$ cat src/kvrm_pkg.sv
// Package for the key/value record matcher: selector and status codes,
// character constants and the ASCII case fold.
// No dependencies; imported by key_value_record_matcher_top.
`default_nettype none
package kvrm_pkg;

  localparam int DATA_W = 8;
  localparam int FUNC_W = 2;
  localparam int STAT_W = 2;
  localparam int FIELD_W = 15;
  localparam int OUT_DATA_W = 32;
  localparam int CFG_W = 16;

  typedef logic [FUNC_W-1:0] func_t;
  typedef logic [STAT_W-1:0] status_t;
  typedef logic [DATA_W-1:0] byte_t;

  localparam func_t FUNC_START = 2'd0;
  localparam func_t FUNC_NAME  = 2'd1;
  localparam func_t FUNC_BLOCK = 2'd2;

  localparam status_t ST_FOUND     = 2'd0;
  localparam status_t ST_NOT_FOUND = 2'd1;
  localparam status_t ST_BAD_BLOCK = 2'd2;
  localparam status_t ST_INVALID   = 2'd3;

  localparam byte_t CH_NUL   = 8'h00;
  localparam byte_t CH_EQUAL = 8'h3d;
  localparam byte_t CH_LOW_A = 8'h61;
  localparam byte_t CH_LOW_Z = 8'h7a;
  localparam byte_t CASE_OFS = 8'h20;

  localparam logic [CFG_W-1:0] SCAN_LIMIT_RESET = 16'h8000;

  function automatic byte_t fold_upper(input byte_t b);
    byte_t r;
    r = b;
    if (b >= CH_LOW_A && b <= CH_LOW_Z) begin
      r = b - CASE_OFS;
    end
    return r;
  endfunction

endpackage
`default_nettype wire

$ cat src/key_value_record_matcher_top.sv
// Key/value record matcher: looks up one NAME=value entry in a streamed
// environment block. Uses kvrm_pkg and one kvrm_ram for the wanted name.
//
// Input channel (in_*): one transaction per byte. in_tuser selects the kind:
// start a new search, append a name byte, or an environment block byte; any
// other selector is ignored. in_tdata carries the byte.
// Result channel (out_*): at most one transaction per search. out_tuser holds
// the status (found, not found, bad block, invalid argument); out_tdata holds
// the value offset and length, both zero unless the status is found.
// cfg_wr_en/cfg_wr_data write the scan limit; write it only while idle.
// A result appears on out_tvalid in the cycle after the input transaction
// that caused it. Throughput is one input byte per cycle while in_tready is
// high, set by the loop through the search state and the name RAM read, whose
// address is taken from the next entry-name position.
// While a result waits and out_tready is low, in_tready drops until it is
// taken. Reset clears the search state, empties the output register and sets
// the scan limit to 32768; the name RAM keeps old contents, only bytes
// written in the current search are ever compared.
`default_nettype none
module key_value_record_matcher_top #(
  parameter int MAX_NAME_BYTES  = 127,
  parameter int MAX_BLOCK_BYTES = 32768
) (
  input  wire                              clk,
  input  wire                              rst_n,
  input  wire                              in_tvalid,
  output logic                             in_tready,
  input  wire  [kvrm_pkg::DATA_W-1:0]      in_tdata,   // [7:0] data
  input  wire  [kvrm_pkg::FUNC_W-1:0]      in_tuser,   // [1:0] func
  output logic                             out_tvalid,
  input  wire                              out_tready,
  output logic [kvrm_pkg::OUT_DATA_W-1:0]  out_tdata,  // [14:0] val_offset,
                                                       // [29:15] val_size,
                                                       // [31:30] zero
  output logic [kvrm_pkg::STAT_W-1:0]      out_tuser,  // [1:0] status
  input  wire                              cfg_wr_en,
  input  wire  [kvrm_pkg::CFG_W-1:0]       cfg_wr_data // scan_limit
);
  import kvrm_pkg::*;

  localparam int AW  = (MAX_NAME_BYTES > 1) ? $clog2(MAX_NAME_BYTES) : 1;
  localparam int NCW = $clog2(MAX_NAME_BYTES + 1);
  localparam int CW  = $clog2(MAX_BLOCK_BYTES + 1);
  localparam int LW  = 17;
  localparam int PW  = 8;

  // Configuration
  logic [CFG_W-1:0] scan_limit_r;

  // Search state
  logic [NCW-1:0] name_count_r, name_count_nxt;
  logic           name_invalid_r, name_invalid_nxt;
  logic [CW-1:0]  cursor_r, cursor_nxt;
  logic           entry_begin_r, entry_begin_nxt;
  logic [PW-1:0]  name_pos_r, name_pos_nxt;
  logic           seen_equal_r, seen_equal_nxt;
  logic           still_matching_r, still_matching_nxt;
  logic [CW-1:0]  value_begin_r, value_begin_nxt;
  logic [CW-1:0]  value_count_r, value_count_nxt;
  logic           finished_r, finished_nxt;

  // Output register
  logic                  out_valid_r;
  logic [OUT_DATA_W-1:0] out_data_r;
  status_t               out_status_r;

  logic                  emit;
  status_t               emit_status;
  logic [FIELD_W-1:0]    emit_start;
  logic [FIELD_W-1:0]    emit_len;

  // Name store
  logic          ram_wr_en;
  logic [AW-1:0] ram_wr_addr;
  logic [AW-1:0] ram_rd_addr;
  byte_t         ram_rd_data;
  logic          byp_r;
  byte_t         byp_data_r;
  byte_t         name_byte;

  logic   accept;
  func_t  func;
  byte_t  b;
  logic [LW-1:0] limit;
  logic [CW:0]   cursor_inc;

  assign in_tready = !out_valid_r || out_tready;
  assign accept    = in_tvalid && in_tready;
  assign func      = in_tuser;
  assign b         = in_tdata;

  assign limit = (LW'(scan_limit_r) > LW'(MAX_BLOCK_BYTES)) ? LW'(MAX_BLOCK_BYTES)
                                                          : LW'(scan_limit_r);
  assign cursor_inc = (CW + 1)'(cursor_r) + 1'b1;

  assign ram_wr_en   = accept && (func == FUNC_NAME) && !finished_r &&
                       (cursor_r == '0) &&
                       (NCW'(name_count_r) < NCW'(MAX_NAME_BYTES));
  assign ram_wr_addr = name_count_r[AW-1:0];
  // Read from the next entry-name position so the byte at the current one is ready.
  assign ram_rd_addr = AW'(name_pos_nxt);
  assign name_byte   = byp_r ? byp_data_r : ram_rd_data;

  kvrm_ram #(
    .WIDTH (DATA_W),
    .DEPTH (MAX_NAME_BYTES)
  ) u_name_ram (
    .clk     (clk),
    .wr_en   (ram_wr_en),
    .wr_addr (ram_wr_addr),
    .wr_data (b),
    .rd_addr (ram_rd_addr),
    .rd_data (ram_rd_data)
  );

  always_comb begin
    name_count_nxt     = name_count_r;
    name_invalid_nxt   = name_invalid_r;
    cursor_nxt         = cursor_r;
    entry_begin_nxt    = entry_begin_r;
    name_pos_nxt       = name_pos_r;
    seen_equal_nxt     = seen_equal_r;
    still_matching_nxt = still_matching_r;
    value_begin_nxt    = value_begin_r;
    value_count_nxt    = value_count_r;
    finished_nxt       = finished_r;
    emit               = 1'b0;
    emit_status        = ST_FOUND;
    emit_start         = '0;
    emit_len           = '0;

    if (accept) begin
      case (func)
        FUNC_START: begin
          name_count_nxt     = '0;
          name_invalid_nxt   = 1'b0;
          cursor_nxt         = '0;
          finished_nxt       = 1'b0;
          entry_begin_nxt    = 1'b1;
          name_pos_nxt       = '0;
          seen_equal_nxt     = 1'b0;
          still_matching_nxt = 1'b1;
          value_begin_nxt    = '0;
          value_count_nxt    = '0;
        end
        FUNC_NAME: begin
          if (!finished_r && cursor_r == '0) begin
            if (b == CH_NUL || b == CH_EQUAL) begin
              name_invalid_nxt = 1'b1;
            end
            if (NCW'(name_count_r) >= NCW'(MAX_NAME_BYTES)) begin
              name_invalid_nxt = 1'b1;
            end else begin
              name_count_nxt = name_count_r + 1'b1;
            end
          end
        end
        FUNC_BLOCK: begin
          if (!finished_r) begin
            if (name_invalid_r || name_count_r == '0) begin
              emit        = 1'b1;
              emit_status = ST_INVALID;
            end else if (LW'(cursor_r) >= limit) begin
              emit        = 1'b1;
              emit_status = ST_BAD_BLOCK;
            end else if (entry_begin_r && b == CH_NUL) begin
              emit        = 1'b1;
              emit_status = ST_NOT_FOUND;
            end else begin
              entry_begin_nxt = 1'b0;
              cursor_nxt      = cursor_inc[CW-1:0];
              if (b == CH_NUL) begin
                if (seen_equal_r && still_matching_r) begin
                  emit        = 1'b1;
                  emit_status = ST_FOUND;
                  emit_start  = FIELD_W'(value_begin_r);
                  emit_len    = FIELD_W'(value_count_r);
                end else begin
                  // End of a non-matching entry: get ready for the next one.
                  entry_begin_nxt    = 1'b1;
                  name_pos_nxt       = '0;
                  seen_equal_nxt     = 1'b0;
                  still_matching_nxt = 1'b1;
                  value_begin_nxt    = '0;
                  value_count_nxt    = '0;
                end
              end else if (!seen_equal_r && b == CH_EQUAL) begin
                seen_equal_nxt     = 1'b1;
                still_matching_nxt = still_matching_r &&
                                     (name_pos_r == PW'(name_count_r));
                value_begin_nxt    = cursor_inc[CW-1:0];
              end else if (!seen_equal_r) begin
                if (name_pos_r >= PW'(name_count_r) ||
                    name_pos_r >= PW'(MAX_NAME_BYTES) ||
                    fold_upper(b) != fold_upper(name_byte)) begin
                  still_matching_nxt = 1'b0;
                end
                if (name_pos_r != '1) begin
                  name_pos_nxt = name_pos_r + 1'b1;
                end
              end else if (still_matching_r) begin
                value_count_nxt = value_count_r + 1'b1;
              end
            end
            if (emit) begin
              finished_nxt = 1'b1;
            end
          end
        end
        default: begin
        end
      endcase
    end
  end

  always_ff @(posedge clk) begin
    if (!rst_n) begin
      scan_limit_r     <= SCAN_LIMIT_RESET;
      name_count_r     <= '0;
      name_invalid_r   <= 1'b0;
      cursor_r         <= '0;
      entry_begin_r    <= 1'b1;
      name_pos_r       <= '0;
      seen_equal_r     <= 1'b0;
      still_matching_r <= 1'b1;
      value_begin_r    <= '0;
      value_count_r    <= '0;
      finished_r       <= 1'b0;
      out_valid_r      <= 1'b0;
      byp_r            <= 1'b0;
    end else begin
      if (cfg_wr_en) begin
        scan_limit_r <= cfg_wr_data;
      end
      name_count_r     <= name_count_nxt;
      name_invalid_r   <= name_invalid_nxt;
      cursor_r         <= cursor_nxt;
      entry_begin_r    <= entry_begin_nxt;
      name_pos_r       <= name_pos_nxt;
      seen_equal_r     <= seen_equal_nxt;
      still_matching_r <= still_matching_nxt;
      value_begin_r    <= value_begin_nxt;
      value_count_r    <= value_count_nxt;
      finished_r       <= finished_nxt;
      // A write to the address being read returns old RAM data; forward it.
      byp_r            <= ram_wr_en && (ram_wr_addr == ram_rd_addr);
      if (emit) begin
        out_valid_r <= 1'b1;
      end else if (out_tready) begin
        out_valid_r <= 1'b0;
      end
    end
  end

  always_ff @(posedge clk) begin
    byp_data_r <= b;
    if (emit) begin
      out_status_r <= emit_status;
      out_data_r   <= {{(OUT_DATA_W - 2 * FIELD_W){1'b0}}, emit_len, emit_start};
    end
  end

  assign out_tvalid = out_valid_r;
  assign out_tdata  = out_data_r;
  assign out_tuser  = out_status_r;

endmodule
`default_nettype wire

$ cat src/kvrm_ram.sv
// Generic single-port-write, single-port-read RAM with a registered read.
// A read in the same cycle as a write to that address returns the old data.
// No dependencies.
`default_nettype none
module kvrm_ram #(
  parameter int WIDTH = 8,
  parameter int DEPTH = 127
) (
  input  wire                             clk,
  input  wire                             wr_en,
  input  wire [(DEPTH > 1 ? $clog2(DEPTH) : 1)-1:0] wr_addr,
  input  wire [WIDTH-1:0]                 wr_data,
  input  wire [(DEPTH > 1 ? $clog2(DEPTH) : 1)-1:0] rd_addr,
  output logic [WIDTH-1:0]                rd_data
);

  logic [WIDTH-1:0] mem [DEPTH];

  always_ff @(posedge clk) begin
    if (wr_en) begin
      mem[wr_addr] <= wr_data;
    end
    rd_data <= mem[rd_addr];
  end

endmodule
`default_nettype wire

$ cat config.mk
export PLATFORM = sky130hd
export DESIGN_NAME = key_value_record_matcher_top
export DESIGN_NICKNAME = d
export VERILOG_FILES = /design/src/kvrm_pkg.sv /design/src/key_value_record_matcher_top.sv /design/src/kvrm_ram.sv
export SDC_FILE = /design/constraint.sdc
export NUM_CORES = 2
export LEC_CHECK = 0
export BUFFER_PORTS_ARGS = -buffer_cell sky130_fd_sc_hd__buf_2
export CAP_MARGIN = 20
export CORE_UTILIZATION = 56
export CTS_BUF_LIST = sky130_fd_sc_hd__clkbuf_8
export CTS_CLUSTER_SIZE = 16
export DETAILED_ROUTE_END_ITERATION = 8
export PLACE_DENSITY = 0.68
export SYNTH_ARGS = -nofsm -noshare
export SYNTH_HDL_FRONTEND = slang
export SYNTH_SLANG_ARGS = --single-unit
export TNS_END_PERCENT = 100
$ cat constraint.sdc
create_clock -name clk -period 5.95 [get_ports clk]
set_input_delay 0.595 -clock clk [delete_from_list [all_inputs] [get_ports clk]]
set_output_delay 0.595 -clock clk [all_outputs]
set_load 0.02 [all_outputs]
==> metrics.cfg <==
[status]
status=finished, final reports clean

[clock_tree]
htreeDepth=4
post_cts_buffers=0
clk_pin_slew_ns=0.06
cts_root_buf=clkbuf_8
cts_tree=built
insertion_delay_ns=0.89
numCtsBuffers=181
ctsHoldBuffers=12
cts_sinks=1148
clk_path_buf_depth=3
cts_resized=0

[synthesis]
synth_ff_type=edfxtp_1
netlist_area_um2=47400
seq_area_frac_synth_pct=70.7
synth_xor_area_share_pct=0.795
synth_top_family_by_area=simple AND/OR/NAND/NOR gates
post_synth_mux_area_share_pct=5.18
synth_edf_count=1048
async_flop_share_pct=0
synthAdderAreaFrac_pct=0.819
synth_simple_gate_area_share_pct=13.7
ys_warn_count=0
ys_ff_latch=1148
synth.avg_cell_area_um2=13.3
synth_compound_area_share_pct=6.85
syn_inst=3575
ys_types=87

[timing]
fin_skew_ns=0.0443
hold_viol_final=0
fin_tns_setup_ns=0
max_freq_ghz=0.177
tightest_slew_ns=1.09
finalCritPeriodShare_pct=94.8
final_max_slew_viol_count=0
final.min_clock_period_ns=5.64
rsz0062_at_grt=no
fin_hold_ws_ns=0.0534
relSlewSlack_pct=26.3
setup_viol=0

[worst_setup_path]
critPathKind=flip-flop to flip-flop
path_delay_family=compound AO/OA/AOI/OAI gates
arrival_ns=6.38
endpoint_kind=flip-flop
critPathSlowestCell=o221ai_4
critPathBufInv=4
required_ns=6.69
critical_path.max_stage_delay_ns=0.72
start_kind=flip-flop
crit_chain=nor4_1, a41o_1, nand2_1, ha_1, a21oi_1, nor3_1, a2111oi_4, nand4_1, o221ai_4, buf_12, buf_12, buf_4, mux2i_1, a22oi_1, a32oi_1, nand4_1, nor4_1, buf_4, nand3_1
cp_max_fo=36

[finish]
layout_common_cells=edfxtp_1, nand2_1, nor2_1, nand3_1, mux2i_1
finalInstanceArea_um2=52900
nets=3819
drive_gt1_share_pct=12.6
syn_to_final_growth_pct=11.7
final_common_cell=edfxtp_1

[global_routing]
grt_max_degree=130
antenna_found_initial=4
grt_pass1_vias=30200
grt_pass1_wl_um=191000
track_usage_pct=30.2
grt_overflow=0

[pwr]
ir_drop_mv=0.233
p_leak_nw=17.9
power.density_nw_per_um2=292

[die]
io_pins=67
die_h_um=293
core_area_um2=83700
rows=106
initial_utilization_pct=56.6
fp.dieW_um=293
dieArea_um2=85800

[place]
io_buffers=64
dpl_cell_area_um2=49400
dp_hpwl_um=80700
place.gp.congestion=0.956

[routing]
viasPerCell=6.15
num_vias=31000
drt_iter0_markers=3547
wire_per_inst_um=25.5
antenna_left=0
drc=0
first_pass_iters=8
wl_um=129000

[flow_run]
drv_cap=0

[worst_hold_path]
hp-class=input pin to flip-flop

==> flip-flops by register name, indices dropped and copies added (netlist names), 15 cells and up <==
signal	flops
u_name_ram.mem	1016
out_tdata	30
value_count_r	15
value_begin_r	15
cursor_r	16
scan_limit_r	16
==> synthesized netlist by cell type, types with 13 or more instances <==
library cell | n | share of area [%]
xor2_1 | 23 | 0.43
or3_1 | 21 | 0.28
nand4_1 | 41 | 0.54
xnor2_1 | 20 | 0.37
nor4_1 | 22 | 0.29
buf_2 | 69 | 0.73
a31oi_1 | 14 | 0.18
buf_4 | 15 | 0.24
nand2_1 | 590 | 4.7
a22o_1 | 13 | 0.24
mux2_2 | 33 | 0.78
dfxtp_1 | 100 | 4.2
and3_1 | 26 | 0.34
edfxtp_1 | 1048 | 66
inv_1 | 19 | 0.15
o22ai_1 | 66 | 0.87
a21oi_1 | 121 | 1.3
ha_1 | 31 | 0.82
clkbuf_1 | 88 | 0.70
mux2i_1 | 208 | 4.4
and2_1 | 62 | 0.82
a22oi_1 | 35 | 0.55
nor2b_1 | 45 | 0.59
o21ai_0 | 92 | 0.97
nor2_1 | 272 | 2.2
a211oi_1 | 15 | 0.24
nand3_1 | 253 | 2.7
nor3_1 | 47 | 0.50
==> worst reg2reg max path, cell delays in order (launching register included) <==
cell and delay (ns):
dfxtp_1 0.33, nor4_1 0.30, a41o_1 0.33, nand2_1 0.09, ha_1 0.29, a21oi_1 0.14, nor3_1 0.09, a2111oi_4 0.52
nand4_1 0.35, o221ai_4 0.72, buf_12 0.31, buf_12 0.30, buf_4 0.35, mux2i_1 0.26, a22oi_1 0.11, a32oi_1 0.23
nand4_1 0.24, nor4_1 0.33, buf_4 0.17, nand3_1 0.07
==> path summary, 6_finish.rpt <==
path	startpoint	endpoint	depth (start not counted)	slack, ns
min reg2reg	entry_begin_r	entry_begin_r	1	0.49
max	scan_limit_r[7]	u_name_ram.rd_data[0]	19	0.31
min	cfg_wr_data[6]	scan_limit_r[6]	3	0.05
max reg2reg	scan_limit_r[7]	u_name_ram.rd_data[0]	19	0.31
==> stage by stage <==
step | cells | utilization (%) | setup slack [ns] | power [mW]
finish | 5049 | 63.3 | 0.312 | 15.5
global route | 5049 | 63.3 | 0.0844 | 15.9
CTS | 5041 | 63.2 | 0.321 | 15.5
detailed placement | 4693 | 59.0 | 0.320 | 9.35
global placement | 4692 | 59.0 | 0.321 | 9.33
floorplan | 3576 | - | 1.78 | 9.12
==> cell type report <==
cell class,instances,area [um^2]
Clock inverter,151,851
Clock buffer,185,2550
Timing Repair Buffer,185,1480
Antenna cell,5,12.5
Sequential cell,1148,33500
Inverter,21,78.8
Fill cell,6208,30800
Tap cell,1134,1420
Multi-Input combinational cell,2220,13100
==> cell families (layout without fill, tap and decap cells) <==
group,after synthesis,count (layout)
other,1,7
buffers and inverters,208,542
DFF,1148,1148
adders and majority gates,31,31
xor gates and xnor gates,43,43
muxes,241,241
AOI/OAI and AO/OA,484,484
and+or+nand+nor,1419,1419
==> where the power goes <==
group          internal [mW]  total (mW)  switching, mW  leakage, nW
sequential              8.82        8.83         0.0127         10.2
clock                   3.15        6.28           3.13         1.90
combinational         0.0820       0.360          0.278         5.79
total                   12.0        15.5           3.42         17.9
==> routing by layer <==
metal	global-route usage, %	wire length (um)
met5	0	26
met4	13.5	5380
met3	6.31	11400
met2	47.6	60700
met1	40.5	51400
Power figures use the tool's default switching activity.
